$ cat config.mk
export PLATFORM = sky130hd
export DESIGN_NAME = video_packet_deframer
export DESIGN_NICKNAME = d
export VERILOG_FILES = /design/src/hw/rtl/vpd_pkg.sv /design/src/hw/rtl/video_packet_deframer.sv
export SDC_FILE = /design/constraint.sdc
export NUM_CORES = 1
export LEC_CHECK = 0
export ABC_AREA = 1
export BUFFER_PORTS_ARGS = -buffer_cell sky130_fd_sc_hd__buf_2
export CAP_MARGIN = 15
export CORE_ASPECT_RATIO = 1.1
export CORE_UTILIZATION = 63
export CTS_CLUSTER_DIAMETER = 50
export DETAILED_ROUTE_END_ITERATION = 8
export PLACE_DENSITY = 0.86
export RECOVER_POWER = 50
export SLEW_MARGIN = 10
export SYNTH_ARGS = -nofsm -noshare
export SYNTH_HDL_FRONTEND = slang
export SYNTH_SLANG_ARGS = --single-unit
$ cat constraint.sdc
create_clock -name clk -period 12 [get_ports clk]
set_clock_uncertainty 0.05 [all_clocks]
set_input_delay 2.4 -clock clk [delete_from_list [all_inputs] [get_ports clk]]
set_output_delay 2.4 -clock clk [all_outputs]
set_load 0.05 [all_outputs]
$ cat src/hw/rtl/vpd_pkg.sv
// Shared constants and result type for the video packet deframer.
// No dependencies.
package vpd_pkg;

  localparam int PACKET_BYTES     = 164;
  localparam int PACKETS_IN_FRAME = 60;
  localparam int HEADER_WORDS     = 2;
  localparam int HEADER_BYTES     = 2 * HEADER_WORDS;
  localparam int LAST_PIXEL_POS   =
    HEADER_BYTES + 2 * ((PACKET_BYTES - HEADER_BYTES) / 2) - 1;

  localparam int POS_W    = 8;
  localparam int ROW_W    = 6;
  localparam int COL_W    = 7;
  localparam int PIXEL_W  = 16;
  localparam int COUNT_W  = 16;
  localparam int BYTE_W   = 8;
  localparam int IN_DATA_W  = 8;
  localparam int OUT_DATA_W = 48;

  // Byte positions inside a packet
  localparam logic [POS_W-1:0] ID_POS       = POS_W'(1);
  localparam logic [POS_W-1:0] HDR_END_POS  = POS_W'(HEADER_BYTES);
  localparam logic [POS_W-1:0] PKT_LAST_POS = POS_W'(PACKET_BYTES - 1);
  localparam logic [POS_W-1:0] LAST_PIX_POS = POS_W'(LAST_PIXEL_POS);
  localparam logic [ROW_W-1:0] LAST_INDEX   = ROW_W'(PACKETS_IN_FRAME - 1);
  localparam logic [COUNT_W-1:0] COUNT_MAX  = '1;

  // Result kinds
  localparam logic KIND_PIXEL  = 1'b0;
  localparam logic KIND_REJECT = 1'b1;

  typedef struct packed {
    logic               kind;
    logic [PIXEL_W-1:0] pixel;
    logic [ROW_W-1:0]   row;
    logic [COL_W-1:0]   column;
    logic               frame_end;
    logic [COUNT_W-1:0] resync_count;
  } res_t;

endpackage

$ cat src/hw/rtl/video_packet_deframer.sv
// Video packet deframer: byte stream in, pixel / reject results out.
// Depends on vpd_pkg.
//
// channel | dir | tdata (low bit up)                          | tuser | tlast
// s_*     | in  | in_byte[7:0]                                | -     | -
// m_*     | out | pixel[15:0] row[21:16] column[28:22]        | kind  | frame_end
//         |     | resync_count[44:29], zero [47:45]           |       |
//
// One byte is taken per cycle while s_tready is high; its result, if any, is
// registered in the output register, or in the skid register while the sink stalls.
// s_tready is registered and drops only while both hold results not yet taken.
// rst is synchronous, active high: packet position, frame index, resync count
// and both output stages clear.
module video_packet_deframer (
  input  logic                           clk,
  input  logic                           rst,
  input  logic                           s_tvalid,
  output logic                           s_tready,
  input  logic [vpd_pkg::IN_DATA_W-1:0]  s_tdata,   // in_byte[7:0]
  output logic                           m_tvalid,
  input  logic                           m_tready,
  output logic [vpd_pkg::OUT_DATA_W-1:0] m_tdata,   // pixel, row, column, resync_count
  output logic                           m_tuser,   // kind
  output logic                           m_tlast    // frame_end
);
  import vpd_pkg::*;

  logic [POS_W-1:0]   pos, pos_next;
  logic [ROW_W-1:0]   expected_index, expected_index_next;
  logic               packet_accepted, packet_accepted_next;
  logic [BYTE_W-1:0]  high_byte_hold, high_byte_hold_next;
  logic [COUNT_W-1:0] resync_total, resync_total_next;

  logic               res_valid;
  res_t               res;
  logic [POS_W-1:0]   off;
  logic [BYTE_W-1:0]  in_byte;
  logic               accept;

  logic               out_valid, skid_valid;
  res_t               out_res, skid_res;

  assign in_byte  = s_tdata[BYTE_W-1:0];
  assign s_tready = !skid_valid;
  assign accept   = s_tvalid && s_tready;
  assign off      = pos - HDR_END_POS;

  always_comb begin
    pos_next             = pos + POS_W'(1);
    expected_index_next  = expected_index;
    packet_accepted_next = packet_accepted;
    high_byte_hold_next  = high_byte_hold;
    resync_total_next    = resync_total;
    res_valid            = 1'b0;
    res                  = '0;

    if (pos == ID_POS) begin
      if (in_byte == {{(BYTE_W-ROW_W){1'b0}}, expected_index}) begin
        packet_accepted_next = 1'b1;
      end else begin
        packet_accepted_next = 1'b0;
        if (resync_total != COUNT_MAX) begin
          resync_total_next = resync_total + COUNT_W'(1);
        end
        res_valid            = 1'b1;
        res.kind             = KIND_REJECT;
        res.row              = expected_index;
        res.resync_count     = resync_total_next;
        expected_index_next  = '0;
      end
    end else if (pos >= HDR_END_POS && packet_accepted) begin
      if (!off[0]) begin
        high_byte_hold_next = in_byte;
      end else begin
        res_valid        = 1'b1;
        res.kind         = KIND_PIXEL;
        res.pixel        = {high_byte_hold, in_byte};
        res.row          = expected_index;
        res.column       = off[COL_W:1];
        res.frame_end    = (expected_index == LAST_INDEX) && (pos == LAST_PIX_POS);
        res.resync_count = resync_total;
      end
    end

    // end of packet: if kept, advance frame index; at the last, wrap and clear resync
    if (pos >= PKT_LAST_POS) begin
      pos_next = '0;
      if (packet_accepted_next) begin
        if (expected_index_next >= LAST_INDEX) begin
          expected_index_next = '0;
          resync_total_next   = '0;
        end else begin
          expected_index_next = expected_index_next + ROW_W'(1);
        end
      end
      packet_accepted_next = 1'b0;
    end
  end

  always_ff @(posedge clk) begin
    if (rst) begin
      pos             <= '0;
      expected_index  <= '0;
      packet_accepted <= 1'b0;
      high_byte_hold  <= '0;
      resync_total    <= '0;
    end else if (accept) begin
      pos             <= pos_next;
      expected_index  <= expected_index_next;
      packet_accepted <= packet_accepted_next;
      high_byte_hold  <= high_byte_hold_next;
      resync_total    <= resync_total_next;
    end
  end

  // output register and skid stage
  always_ff @(posedge clk) begin
    if (rst) begin
      out_valid  <= 1'b0;
      skid_valid <= 1'b0;
    end else if (m_tready || !out_valid) begin
      if (skid_valid) begin
        out_valid  <= 1'b1;
        skid_valid <= 1'b0;
      end else begin
        out_valid <= accept && res_valid;
      end
    end else if (accept && res_valid) begin
      skid_valid <= 1'b1;
    end
  end

  always_ff @(posedge clk) begin
    if (m_tready || !out_valid) begin
      out_res <= skid_valid ? skid_res : res;
    end else if (accept && res_valid) begin
      skid_res <= res;
    end
  end

  assign m_tvalid = out_valid;
  assign m_tuser  = out_res.kind;
  assign m_tlast  = out_res.frame_end;
  assign m_tdata  = {{(OUT_DATA_W-PIXEL_W-ROW_W-COL_W-COUNT_W){1'b0}},
                     out_res.resync_count, out_res.column, out_res.row, out_res.pixel};

`ifndef SYNTHESIS
  a_skid_behind_out: assert property (@(posedge clk) disable iff (rst)
    skid_valid |-> out_valid)
    else $error("skid holds a result while output register is empty");

  a_pos_in_packet: assert property (@(posedge clk) disable iff (rst)
    pos <= PKT_LAST_POS)
    else $error("byte position beyond packet length");

  a_no_accept_at_start: assert property (@(posedge clk) disable iff (rst)
    (pos == '0) |-> !packet_accepted)
    else $error("packet marked accepted before its ID byte");

  a_index_in_frame: assert property (@(posedge clk) disable iff (rst)
    expected_index <= LAST_INDEX)
    else $error("expected packet index beyond frame");
`endif

endmodule
==> impl_metrics.csv <==
group,metric,value,unit
timing,period_minus_slack,5.01,ns
global_route,grt_pass1_vias,5065,
global_route,gr-usage-met2,0.521,
clocking,cts_tree,"done",
floorplan,dieArea,10800,µm²
timing,slew_headroom,-0.795,
critical_path,slowest_delay,0.57,ns
critical_path,worstPathRequired,12.32,ns
critical_path,cp.buffers_inverters,3,
clocking,clkSlewWorstSetupHoldPaths,0.06,ns
drt,remaining_drc_errors,0,
floorplan,io_pins,64,
clocking,cts_buffer_depth,2,
global_route,grt_usage,0.296,
drt,ant_nets,0,
timing,fmax,200,MHz
logic_synthesis,synth.distinct_cells,42,
finish,layout-drive-gt1-share,0.130,
critical_path,crit_type,"input pin to flip-flop",
clocking,clock_latency,0.52,ns
clocking,cts_buffers,17,
logic_synthesis,syn_inst,733,
global_route,grt_pass1_wl,24.4,mm
critical_path,critPathArrivalTime,5.33,ns
clocking,post_cts_resized,0,
critical_path,critPathCaptureType,"flip-flop",
logic_synthesis,ys_seq_area_frac,0.555,
floorplan,start_util,0.657,
timing,hold_violations,0,
clocking,cts_sinks,135,
pwr,leakage,0.00299,µW
logic_synthesis,ys_warn_count,0,
critical_path,crit_chain,"buf_2 -> nor2_1 -> o21ai_0 -> nor2_1 -> nand3_2 -> nand2_1 -> inv_1 -> nor2_1 -> ha_1 -> inv_1 -> nand2_2 -> nand2_2 -> nand2_2 -> nand3_4 -> nand3_1 -> a21oi_1",
logic_synthesis,avgSynthCellArea,8.95,µm²
drt,vias_per_cell,5.75,
critical_path,startpoint_type,"input pin",
global_route,met1_usage,0.369,
critical_path,crit_family,"simple AND/OR/NAND/NOR gates",
placed_design,io_buffer_count,60,
finish,area_growth,13.1,%
drt,dr.pass1.iters,6,
logic_synthesis,synthTopCellsByArea,"edfxtp_1, nand2_1, dfxtp_1",
logic_synthesis,syn_area,6560,µm²
timing,finalMaxSlewViolations,84,
finish,antenna_cells,0,
critical_path,critical-path-slowest-cell,"inv_1",
status,status,"finished, violations left",
timing,finalSetupTns,0,ns
timing,hold-worst-slack,0.403,ns
clocking,cts_root_buf,"clkbuf_8",
clocking,hold_buffers,0,
floorplan,die_h,109,µm
logic_synthesis,yosys.area.top_type,"edfxtp_1",
logic_synthesis,ys.flop_type,"edfxtp_1",
placed_design,gp_congestion,0.954,
floorplan,core-area,9980,µm²
drt,routed_wl,15.3,mm
floorplan,die_w,99.3,µm
timing,worstMarginPinSlew,2.69,ns
drt,drt_iter0_markers,689,
pwr,powerDensity,147,nW/µm²
global_route,grt_busiest_layer,"met2",
drt,wire_per_inst,16.7,µm
drt,dr_total_vias,5291,
logic_synthesis,synth_seq_cells,135,
logic_synthesis,synth_edf_count,94,
global_route,antenna_found_initial,0,
global_route,use_met3,0.0551,
floorplan,num_rows,38,
placed_design,dp_hpwl,9.65,mm
timing,rsz0062_at_grt,"no",
hold_path,hp-class,"flip-flop to flip-flop",
logic_synthesis,async_flop_share,0,
timing,setup_viol,0,
clocking,post_cts_buffers,0,
timing,finalCritPeriodShare,0.418,
logic_synthesis,synth_top_area_frac,0.430,
status,violations,"capacitance limit, slew limit",
pwr,vdd_drop_max,87.6,µV
finish,nets,808,
job,cap_viol_max_count,2,
global_route,overflow,0,
clocking,htree_num_levels,4,
critical_path,crit_path_max_fanout,36,
global_route,grt_max_degree,51,
==> worst min-delay path, stage by stage (launching register included) <==
cell and delay, ns:
dfxtp_1 0.30, inv_1 0.06, a21oi_1 0.05
==> through the flow <==
step                worst slack, ns   util  cells  cell area [µm²]  power, µW
finish                         6.99  0.743    920             7420       1090
global route                   6.72  0.743    920             7420       1120
CTS                            7.60  0.750    920             7490       1090
detailed placement             7.18  0.690    888             6890        571
global placement               7.32  0.690    888             6890        570
floorplan                      4.59      -    735             6570        559
==> flip-flops by register name, summed over array words and instances, names as in the netlist <==
| signal | flops |
|---|---|
| packet_accepted | 1 |
| expected_index | 6 |
| resync_total | 16 |
| m_tlast | 1 |
| skid_valid | 1 |
| m_tuser | 1 |
| pos | 8 |
| skid_res | 47 |
| m_tvalid | 1 |
| m_tdata | 45 |
| high_byte_hold | 8 |
==> routing by layer <==
metal | up-vias | part of all wire
met2 | 265 | 0.50
met1 | 2466 | 0.41
li1 | 2522 | -
met3 | 38 | 0.071
met5 | - | 0
met4 | 0 | 0.018
==> final cells by class <==
| type | count | area, µm² |
|---|---|---|
| sequential | 135 | 3640 |
| fill | 676 | 2560 |
| multi-input combinational | 500 | 2480 |
| clock buffer | 19 | 422 |
| timing repair buffer | 66 | 294 |
| inverter | 67 | 256 |
| clock inverter | 13 | 180 |
| tap | 120 | 150 |
==> report_power, final <==
group          switching, µW  internal (µW)  total [µW]
registers               3.90            501         505
logic                   46.3           10.1        56.4
clock network            192            337         529
total                    242            848        1090
==> layout by cell type (no fill, tap or decap), drive strengths merged <==
master	synthesis	final
nand2	237	237
edfxtp	94	94
nor2	70	70
inv	66	67
clkbuf	17	56
o21ai	54	54
nand3	49	49
dfxtp	41	41
a21oi	36	36
buf	16	29
xor2	11	11
ha	9	9
nor3	9	9
nand4	8	8
clkinv	1	7
o211ai	4	4
bufinv	0	4
conb	1	3
xnor2	2	2
nor3b	2	2
clkinvlp	0	2
nor4	2	2
mux2	1	1
nand3b	1	1
o22ai	1	1
a31oi	1	1
==> cell families (layout without fill, tap and decap cells) <==
family	Yosys count	in the layout	share of synthesized area
AO/OA/AOI/OAI	96	96	0.0814
flip-flops	135	135	0.555
XOR/XNOR	13	13	0.0174
adder cells (fa/ha/maj)	9	9	0.0172
multiplexers	1	1	0.00172
buffers and inverters	100	165	0.0675
AND/OR/NAND/NOR	378	378	0.259
other	1	3	0.000572
==> synthesized netlist by cell type, types with 11 or more instances <==
master      n
nand3_1    36
nand2_1   230
xor2_1     11
o21ai_1    13
inv_1      62
dfxtp_1    41
nor2_1     62
edfxtp_1   94
a21oi_1    25
nand3_2    11
clkbuf_1   17
a21oi_2    11
o21ai_0    41
==> path summary, 6_finish.rpt <==
path	slack, ns	from	cells after the start	to
min reg2reg	0.40	high_byte_hold[6]	2	high_byte_hold[6]
min	0.40	high_byte_hold[6]	2	high_byte_hold[6]
max	6.99	s_tdata[7]	16	expected_index[5]
max reg2reg	8.03	pos[0]	11	m_tdata[30]
Power figures use the tool's default switching activity.
